$ cat src/sv/fdp_pkg.sv
`default_nettype none

package fdp_pkg;

  // Default depth of the accepted-entry table.
  localparam int unsigned MaxEntriesDef = 64;

  // Marker and attribute codes of a short-name entry.
  localparam logic [7:0] EndMarker   = 8'h00;
  localparam logic [7:0] DelMarker   = 8'hE5;
  localparam logic [7:0] AttrLfn     = 8'h0F;
  localparam int unsigned AttrVolBit = 3;
  localparam int unsigned AttrDirBit = 4;
  localparam logic [7:0] ChSpace     = 8'h20;
  localparam logic [7:0] ChDot       = 8'h2E;

  typedef enum logic [2:0] {
    KIND_FILE     = 3'd0,
    KIND_DIR      = 3'd1,
    KIND_END      = 3'd2,
    KIND_DELETED  = 3'd3,
    KIND_LONGNAME = 3'd4,
    KIND_VOLUME   = 3'd5,
    KIND_DOT      = 3'd6,
    KIND_SKIPPED  = 3'd7
  } kind_e;

  // Formatted name handed from the formatter to the top level.
  typedef struct packed {
    logic [63:0] head;
    logic [31:0] tail;
    logic [3:0]  len;
    logic        dot_first;
  } name_t;

  // Fold upper-case ASCII letters to lower case.
  function automatic logic [7:0] to_lower(input logic [7:0] c);
    logic [7:0] r;
    r = c;
    if (c >= 8'h41 && c <= 8'h5A) begin
      r = c + 8'h20;
    end
    return r;
  endfunction

endpackage

`default_nettype wire

$ cat src/sv/fdp_name_fmt.sv
`default_nettype none

module fdp_name_fmt
  import fdp_pkg::*;
(
  input  logic [63:0] name_base_i,
  input  logic [23:0] name_ext_i,
  output name_t       name_o
);

  logic [7:0] base_b [8];
  logic [7:0] ext_b  [3];
  logic [7:0] txt    [12];
  logic [3:0] blen;
  logic [1:0] elen;
  logic       has_ext;
  logic [3:0] len;

  // Split the raw fields into bytes.
  always_comb begin
    for (int i = 0; i < 8; i++) begin
      base_b[i] = name_base_i[8*i +: 8];
    end
    for (int i = 0; i < 3; i++) begin
      ext_b[i] = name_ext_i[8*i +: 8];
    end
  end

  // Find the trimmed base length and the extension length.
  always_comb begin
    blen = '0;
    for (int i = 0; i < 8; i++) begin
      if (base_b[i] != ChSpace) begin
        blen = 4'(i + 1);
      end
    end
    has_ext = (ext_b[0] != ChSpace);
    if (!has_ext) begin
      elen = 2'd0;
    end else if (ext_b[1] == ChSpace) begin
      elen = 2'd1;
    end else if (ext_b[2] == ChSpace) begin
      elen = 2'd2;
    end else begin
      elen = 2'd3;
    end
    len = has_ext ? (blen + 4'd1 + {2'b00, elen}) : blen;
  end

  // Place each output byte: base, then dot, then extension, then zero.
  always_comb begin
    logic [3:0] k;
    for (int p = 0; p < 12; p++) begin
      txt[p] = 8'h00;
      k = 4'(p) - blen;
      if (4'(p) < blen) begin
        txt[p] = to_lower(base_b[p % 8]);
      end else if (has_ext) begin
        case (k)
          4'd0: txt[p] = ChDot;
          4'd1: txt[p] = to_lower(ext_b[0]);
          4'd2: txt[p] = (elen >= 2'd2) ? to_lower(ext_b[1]) : 8'h00;
          4'd3: txt[p] = (elen == 2'd3) ? to_lower(ext_b[2]) : 8'h00;
          default: txt[p] = 8'h00;
        endcase
      end
    end
  end

  // Pack the result.
  always_comb begin
    for (int i = 0; i < 8; i++) begin
      name_o.head[8*i +: 8] = txt[i];
    end
    for (int i = 0; i < 4; i++) begin
      name_o.tail[8*i +: 8] = txt[8 + i];
    end
    name_o.len       = len;
    name_o.dot_first = (len != 4'd0) && (txt[0] == ChDot);
  end

endmodule

`default_nettype wire

$ cat src/sv/fdp_classify.sv
`default_nettype none

module fdp_classify
  import fdp_pkg::*;
#(
  parameter int unsigned MAX_ENTRIES = MaxEntriesDef
) (
  input  logic       clk_i,
  input  logic       rst_ni,
  input  logic       adv_i,
  input  logic       first_entry_i,
  input  logic [7:0] first_byte_i,
  input  logic [7:0] attributes_i,
  input  logic       dot_first_i,
  output kind_e      kind_o,
  output logic [5:0] slot_o
);

  localparam int unsigned CntW = $clog2(MAX_ENTRIES + 1);

  logic [CntW-1:0] cnt_q, cnt_d, cnt_cur;
  logic            done_q, done_d, done_cur;
  logic            stopped;

  // Classify the entry and work out the next scan state.
  always_comb begin
    cnt_cur  = first_entry_i ? '0 : cnt_q;
    done_cur = first_entry_i ? 1'b0 : done_q;
    stopped  = done_cur || (cnt_cur >= CntW'(MAX_ENTRIES));
    cnt_d    = cnt_cur;
    done_d   = done_cur;
    slot_o   = '0;
    if (stopped) begin
      kind_o = KIND_SKIPPED;
    end else if (first_byte_i == EndMarker) begin
      kind_o = KIND_END;
      done_d = 1'b1;
    end else if (first_byte_i == DelMarker) begin
      kind_o = KIND_DELETED;
    end else if (attributes_i == AttrLfn) begin
      kind_o = KIND_LONGNAME;
    end else if (attributes_i[AttrVolBit]) begin
      kind_o = KIND_VOLUME;
    end else if (dot_first_i) begin
      kind_o = KIND_DOT;
    end else begin
      kind_o = attributes_i[AttrDirBit] ? KIND_DIR : KIND_FILE;
      slot_o = 6'(cnt_cur);
      cnt_d  = cnt_cur + CntW'(1);
    end
  end

  // Commit the scan state when the request moves to the result register.
  always_ff @(posedge clk_i or negedge rst_ni) begin
    if (!rst_ni) begin
      cnt_q  <= '0;
      done_q <= 1'b0;
    end else if (adv_i) begin
      cnt_q  <= cnt_d;
      done_q <= done_d;
    end
  end

endmodule

`default_nettype wire

$ cat src/sv/fat_directory_entry_parser_core.sv
// Channel | Valid      | Stall       | Payload
// --------+------------+-------------+--------------------------------------------
// in      | in_valid_i | in_stall_o  | first_entry_i .. size_bytes_i
// out     | out_valid_o| out_stall_i | entry_kind_o .. text_length_o
//
// One request per cycle while in_stall_o is low; an accepted request goes to the request
// register, then to the result register once that is empty or being drained.
// Name formatting and classification are one combinational pass between them.
// Reset clears both valid flags, the accepted count and the end-of-scan flag.
// A stalled result holds; the input side stalls only when both registers are full
// and the result is stalled.
`default_nettype none

module fat_directory_entry_parser_core
  import fdp_pkg::*;
#(
  parameter int unsigned MAX_ENTRIES = MaxEntriesDef
) (
  input  logic        clk_i,
  input  logic        rst_ni,
  input  logic        in_valid_i,
  output logic        in_stall_o,
  input  logic        first_entry_i,
  input  logic [63:0] name_base_i,
  input  logic [23:0] name_ext_i,
  input  logic [7:0]  attributes_i,
  input  logic [15:0] cluster_high_i,
  input  logic [15:0] cluster_low_i,
  input  logic [31:0] size_bytes_i,
  output logic        out_valid_o,
  input  logic        out_stall_i,
  output logic [2:0]  entry_kind_o,
  output logic [5:0]  slot_index_o,
  output logic [31:0] start_cluster_o,
  output logic [31:0] length_bytes_o,
  output logic [63:0] text_head_o,
  output logic [31:0] text_tail_o,
  output logic [3:0]  text_length_o
);

  logic        s1_valid_q, s1_valid_d;
  logic        out_valid_q, out_valid_d;
  logic        out_free, s1_adv, in_acc;

  logic        first_q;
  logic [63:0] base_q;
  logic [23:0] ext_q;
  logic [7:0]  attr_q;
  logic [31:0] clus_q;
  logic [31:0] size_q;

  name_t       name;
  kind_e       kind;
  logic [5:0]  slot;

  logic [2:0]  kind_q;
  logic [5:0]  slot_q;
  logic [31:0] oclus_q;
  logic [31:0] osize_q;
  logic [63:0] head_q;
  logic [31:0] tail_q;
  logic [3:0]  len_q;

  // Handshake: advance when the result register is empty or being drained.
  assign out_free   = !out_valid_q || !out_stall_i;
  assign s1_adv     = s1_valid_q && out_free;
  assign in_stall_o = s1_valid_q && !out_free;
  assign in_acc     = in_valid_i && !in_stall_o;

  always_comb begin
    s1_valid_d = s1_valid_q;
    if (in_acc) begin
      s1_valid_d = 1'b1;
    end else if (s1_adv) begin
      s1_valid_d = 1'b0;
    end
    out_valid_d = out_free ? s1_valid_q : out_valid_q;
  end

  always_ff @(posedge clk_i or negedge rst_ni) begin
    if (!rst_ni) begin
      s1_valid_q  <= 1'b0;
      out_valid_q <= 1'b0;
    end else begin
      s1_valid_q  <= s1_valid_d;
      out_valid_q <= out_valid_d;
    end
  end

  // Capture the request.
  always_ff @(posedge clk_i) begin
    if (in_acc) begin
      first_q <= first_entry_i;
      base_q  <= name_base_i;
      ext_q   <= name_ext_i;
      attr_q  <= attributes_i;
      clus_q  <= {cluster_high_i, cluster_low_i};
      size_q  <= size_bytes_i;
    end
  end

  fdp_name_fmt u_name_fmt (
    .name_base_i (base_q),
    .name_ext_i  (ext_q),
    .name_o      (name)
  );

  fdp_classify #(
    .MAX_ENTRIES (MAX_ENTRIES)
  ) u_classify (
    .clk_i         (clk_i),
    .rst_ni        (rst_ni),
    .adv_i         (s1_adv),
    .first_entry_i (first_q),
    .first_byte_i  (base_q[7:0]),
    .attributes_i  (attr_q),
    .dot_first_i   (name.dot_first),
    .kind_o        (kind),
    .slot_o        (slot)
  );

  // Load the result register.
  always_ff @(posedge clk_i) begin
    if (s1_adv) begin
      kind_q  <= kind;
      slot_q  <= slot;
      oclus_q <= clus_q;
      osize_q <= size_q;
      head_q  <= name.head;
      tail_q  <= name.tail;
      len_q   <= name.len;
    end
  end

  assign out_valid_o     = out_valid_q;
  assign entry_kind_o    = kind_q;
  assign slot_index_o    = slot_q;
  assign start_cluster_o = oclus_q;
  assign length_bytes_o  = osize_q;
  assign text_head_o     = head_q;
  assign text_tail_o     = tail_q;
  assign text_length_o   = len_q;

endmodule

`default_nettype wire

$ cat config.mk
export PLATFORM = sky130hd
export DESIGN_NAME = fat_directory_entry_parser_core
export DESIGN_NICKNAME = d
export VERILOG_FILES = /design/src/sv/fdp_pkg.sv /design/src/sv/fdp_name_fmt.sv /design/src/sv/fdp_classify.sv /design/src/sv/fat_directory_entry_parser_core.sv
export SDC_FILE = /design/constraint.sdc
export NUM_CORES = 1
export LEC_CHECK = 0
export ABC_AREA = 1
export BUFFER_PORTS_ARGS = -buffer_cell sky130_fd_sc_hd__buf_4
export CORE_MARGIN = 2
export CORE_UTILIZATION = 58
export CTS_CLUSTER_SIZE = 24
export DETAILED_ROUTE_END_ITERATION = 10
export PLACE_DENSITY = 0.92
export SLEW_MARGIN = 25
export SYNTH_ARGS = -nofsm -noshare
export SYNTH_HDL_FRONTEND = slang
export SYNTH_SLANG_ARGS = --single-unit
$ cat constraint.sdc
create_clock -name clk_i -period 9.4 [get_ports clk_i]
set_input_delay 0.94 -clock clk_i [delete_from_list [all_inputs] [get_ports clk_i]]
set_output_delay 0.94 -clock clk_i [all_outputs]
set_load 0.02 [all_outputs]
==> impl_metrics.xml <==
<?xml version="1.0" encoding="UTF-8"?>
<metrics>
  <group name="place">
    <metric name="detailed_place.area" unit="sq mm">0.0176</metric>
    <metric name="gpl.final_weighted_congestion" unit="">1.12</metric>
    <metric name="port_buffers" unit="">339</metric>
    <metric name="detailed_place_hpwl" unit="um">30900</metric>
  </group>
  <group name="pwr">
    <metric name="reported_net_switching_power" unit="mW">0.911</metric>
    <metric name="total_power" unit="mW">3.72</metric>
    <metric name="power_frac_comb" unit="%">12.3</metric>
    <metric name="switching_share" unit="%">24.5</metric>
    <metric name="pd_cells" unit="mW/mm^2">199</metric>
    <metric name="p_int" unit="mW">2.81</metric>
    <metric name="power_frac_clock" unit="%">36.3</metric>
    <metric name="max-vdd-ir-drop" unit="uV">229</metric>
    <metric name="p_seq_share" unit="%">51.4</metric>
    <metric name="leakage" unit="nW">7.52</metric>
  </group>
  <group name="clock_network">
    <metric name="cts.root.buffer_cell" unit="">sky130_fd_sc_hd__clkbuf_16</metric>
    <metric name="post_cts.resized_instances" unit="">0</metric>
    <metric name="tritoncts_num_sinks" unit="">344</metric>
    <metric name="clockBufferDepth" unit="">3</metric>
    <metric name="cts.hold.buffers_added" unit="">0</metric>
    <metric name="clkSlewWorstSetupHoldPaths" unit="ns">0.06</metric>
    <metric name="clkLatencyLatePin" unit="ns">0.52</metric>
    <metric name="htreeDepth" unit="">2</metric>
    <metric name="tritoncts.num_buffers" unit="">36</metric>
    <metric name="clock_tree_from_tritoncts" unit="">yes</metric>
    <metric name="cts_post_setup_buffers_inserted" unit="">0</metric>
  </group>
  <group name="timing">
    <metric name="hold-worst-slack" unit="ns">0.253</metric>
    <metric name="setup_viol" unit="">0</metric>
    <metric name="final_period_minus_worst_setup_slack" unit="ns">3.93</metric>
    <metric name="final_max_slew_viol_count" unit="">0</metric>
    <metric name="unrepaired_setup_endpoints_after_global_routing" unit="">false</metric>
    <metric name="setup_total_negative_slack" unit="ns">0</metric>
    <metric name="clock.fmax" unit="GHz">0.255</metric>
    <metric name="final.setup_skew" unit="ns">0.0154</metric>
    <metric name="tightest_slew" unit="ns">1.14</metric>
    <metric name="fin_crit_sh" unit="%">41.8</metric>
    <metric name="report.final.hold_viol_count" unit="">0</metric>
    <metric name="relSlewSlack" unit="%">23.5</metric>
  </group>
  <group name="route">
    <metric name="routed-wl-met2" unit="um">20500</metric>
    <metric name="drt_iter0_markers" unit="">1609</metric>
    <metric name="detail-route-antenna-nets" unit="">0</metric>
    <metric name="viasPerCell" unit="">5.91</metric>
    <metric name="detailedRoute.firstPassIterationCount" unit="">8</metric>
    <metric name="route.detailed.drc" unit="">0</metric>
    <metric name="wl_met3" unit="um">4650</metric>
    <metric name="routedWlPerCell" unit="um">22.5</metric>
    <metric name="routedLengthMet1" unit="um">15000</metric>
    <metric name="highest_layer" unit="">met4</metric>
    <metric name="route.vias.total" unit="">11100</metric>
    <metric name="total_wirelength" unit="um">42300</metric>
  </group>
  <group name="critical_path">
    <metric name="rrSetupSlack" unit="ns">5.47</metric>
    <metric name="arrival" unit="ns">4.25</metric>
    <metric name="critical_path.endpoint_type" unit="">register</metric>
    <metric name="slowest_stage" unit="">sky130_fd_sc_hd__nor2_1</metric>
    <metric name="crit_fanout" unit="">9</metric>
    <metric name="cp_slowest_stage_delay" unit="ns">0.53</metric>
    <metric name="timing.reg2reg.worst_path_depth" unit="">13</metric>
    <metric name="worst-setup-path-type" unit="">reg2reg</metric>
    <metric name="required" unit="ns">9.72</metric>
    <metric name="crit_path_cell_trace" unit="">nor2_1 &gt; nand4_1 &gt; nor2_4 &gt; nand2_2 &gt; nand2_4 &gt; inv_1 &gt; ha_1 &gt; inv_1 &gt; nor2_1 &gt; nand2_1 &gt; o22ai_1 &gt; a31oi_1 &gt; o221ai_1</metric>
    <metric name="reg2reg_to" unit="">text_head_o[15]$_DFFE_PP_</metric>
    <metric name="critical_path.reg2reg.startpoint" unit="">base_q[49]$_DFFE_PP_</metric>
    <metric name="type_of_element_launching_the_critical_path" unit="">register</metric>
  </group>
  <group name="logic_synthesis">
    <metric name="yosys_warnings" unit="">0</metric>
    <metric name="syn_area" unit="sq mm">0.0146</metric>
    <metric name="syn-mean-instance-area" unit="sq um">12.7</metric>
    <metric name="instance_count_of_the_mapped_netlist" unit="">1154</metric>
    <metric name="ys_seq_elements" unit="">344</metric>
    <metric name="synth_edf_count" unit="">334</metric>
    <metric name="mappedNetlistNets" unit="">1339</metric>
    <metric name="count_of_different_cell_masters_after_synthesis" unit="">64</metric>
    <metric name="seq_area_frac_synth" unit="%">70.2</metric>
    <metric name="share_of_async_settable_or_async_resettable_flops_after_synthesis" unit="%">2.91</metric>
    <metric name="synthFlopType" unit="">sky130_fd_sc_hd__edfxtp_1</metric>
  </group>
  <group name="die">
    <metric name="floorplan.initialDensity" unit="%">58.6</metric>
    <metric name="fp.coreArea" unit="sq mm">0.0250</metric>
    <metric name="die_area" unit="sq mm">0.0265</metric>
    <metric name="rows" unit="">58</metric>
    <metric name="ios" unit="">340</metric>
    <metric name="fp.dieW" unit="um">163</metric>
    <metric name="dieHeight" unit="um">163</metric>
  </group>
  <group name="global_route">
    <metric name="globalRoute.totalOverflow" unit="">0</metric>
    <metric name="grt_max_degree" unit="">107</metric>
    <metric name="initial_antenna_violation_count" unit="">0</metric>
    <metric name="grt_pass1_vias" unit="">10900</metric>
    <metric name="grt_pass1_wl" unit="um">62200</metric>
    <metric name="groute.usage.overall" unit="%">31.4</metric>
  </group>
  <group name="final_layout">
    <metric name="layout.nets" unit="">1709</metric>
    <metric name="post-route-cell-area" unit="sq mm">0.0187</metric>
    <metric name="insertedDiodeCount" unit="">0</metric>
    <metric name="layout_cell_share_with_drive_strength_beyond_1" unit="%">31.3</metric>
    <metric name="area_added_between_synthesis_and_finish" unit="%">27.7</metric>
    <metric name="num-fill-cells" unit="">1585</metric>
  </group>
  <group name="outcome">
    <metric name="outcome" unit="">finished clean</metric>
  </group>
  <group name="worst_hold_path">
    <metric name="hold_path.class" unit="">in2async</metric>
  </group>
  <group name="flow_run">
    <metric name="drv_cap" unit="">0</metric>
  </group>
</metrics>
==> stage by stage <==
step	instances	utilization, %	worst slack (ns)
floorplan	1154	-	4.24
global placement	1816	70.4	5.68
detailed placement	1816	70.4	5.58
CTS	1878	74.9	5.56
global route	1878	74.9	5.23
finish	1878	74.9	5.47
==> synth_stat cells, drive strengths merged (17+ instances only) <==
library cell / count / share of area, %
ha: 19 / 1.6
nor3: 22 / 0.79
nand4: 17 / 0.96
o221ai: 22 / 1.3
o22ai: 37 / 1.6
nor2: 125 / 3.9
o21ai: 73 / 2.6
edfxtp: 334 / 69
nand2: 162 / 5.1
nand3: 47 / 1.8
a21oi: 38 / 1.4
inv: 164 / 4.2
==> worst max path at each step <==
stage / startpoint / to
6_report: base_q[49]$_DFFE_PP_ / text_head_o[15]$_DFFE_PP_
5_1_grt: base_q[50]$_DFFE_PP_ / text_head_o[10]$_DFFE_PP_
4_1_cts: ext_q[4]$_DFFE_PP_ / entry_kind_o[0]$_SDFFCE_PP1P_
3_5_place_dp: ext_q[4]$_DFFE_PP_ / entry_kind_o[0]$_SDFFCE_PP1P_
3_3_place_gp: base_q[49]$_DFFE_PP_ / text_head_o[10]$_DFFE_PP_
2_1_floorplan: out_stall_i / u_classify.cnt_q[4]$_DFFE_PN0P_
==> logic make-up (layout without fill, tap and decap cells) <==
| group | count (synthesis) | after routing | share of synthesized area (%) |
|---|---|---|---|
| AOI/OAI and AO/OA | 223 | 223 | 9.83 |
| adders and majority gates | 20 | 20 | 1.76 |
| xor gates and xnor gates | 3 | 3 | 0.180 |
| buffers and inverters | 177 | 571 | 4.68 |
| and+or+nand+nor | 387 | 387 | 13.3 |
| DFF | 344 | 344 | 70.2 |
==> cell type report <==
class / count / area (sq um) / share of cell area, %
Tap cell: 330 / 413 / 2.21
Multi-Input combinational cell: 633 / 3670 / 19.6
Clock inverter: 16 / 139 / 0.743
Timing Repair Buffer: 342 / 2570 / 13.7
Clock buffer: 46 / 981 / 5.25
Sequential cell: 344 / 10300 / 55.0
Inverter: 167 / 643 / 3.44
==> flip-flops by register name, indices dropped and copies added, names as in the netlist <==
name and cells:
first_q 1, slot_index_o 6, text_head_o 64, attr_q 8, start_cluster_o 32, base_q 64
size_q 32, ext_q 24, out_valid_o 1, u_classify.done_q 1, length_bytes_o 32, s1_valid_q 1
entry_kind_o 3, u_classify.cnt_q 7, text_tail_o 32, text_length_o 4, clus_q 32
==> worst max-delay path: cells and delay by family (launching register included) <==
kind                     cells  cell delay [ns]
AND/OR/NAND/NOR              7             2.08
AO/OA/AOI/OAI                3             0.59
flip-flops                   1             0.41
adder cells (fa/ha/maj)      1             0.38
buffers and inverters        2             0.26
==> per-layer routing <==
metal  vias up  track usage (%)
met5         -                0
li1       4925                -
met4         0             13.4
met2       785             52.1
met1      5214             39.2
met3       184             8.38
==> power groups by stage <==
| stage | sequential (mW) | combinational [mW] | clock, mW |
|---|---|---|---|
| 5_1_grt | 1.92 | 0.481 | 1.42 |
| 3_3_place_gp | 1.93 | 0.436 | 0 |
| 6_report | 1.91 | 0.457 | 1.35 |
| 2_1_floorplan | 2.03 | 0.133 | 0 |
| 3_5_place_dp | 1.94 | 0.450 | 0 |
| 4_1_cts | 1.91 | 0.453 | 1.37 |
==> cells in the final DEF, fill, tap and decap left out, drive strengths merged, types with 3 or more instances in the layout <==
cell     count
buf        342
edfxtp     334
inv        164
nand2      162
nor2       125
o21ai       73
nand3       47
clkbuf      46
a21oi       38
o22ai       37
o221ai      22
nor3        22
ha          19
nand4       17
clkinv      15
dfrtp       10
o2111ai      9
a221oi       6
a31oi        6
o211ai       6
nor4         6
nor3b        5
o21bai       5
o31ai        5
a22oi        4
a211oi       3
a2111oi      3
Power figures use the tool's default switching activity.
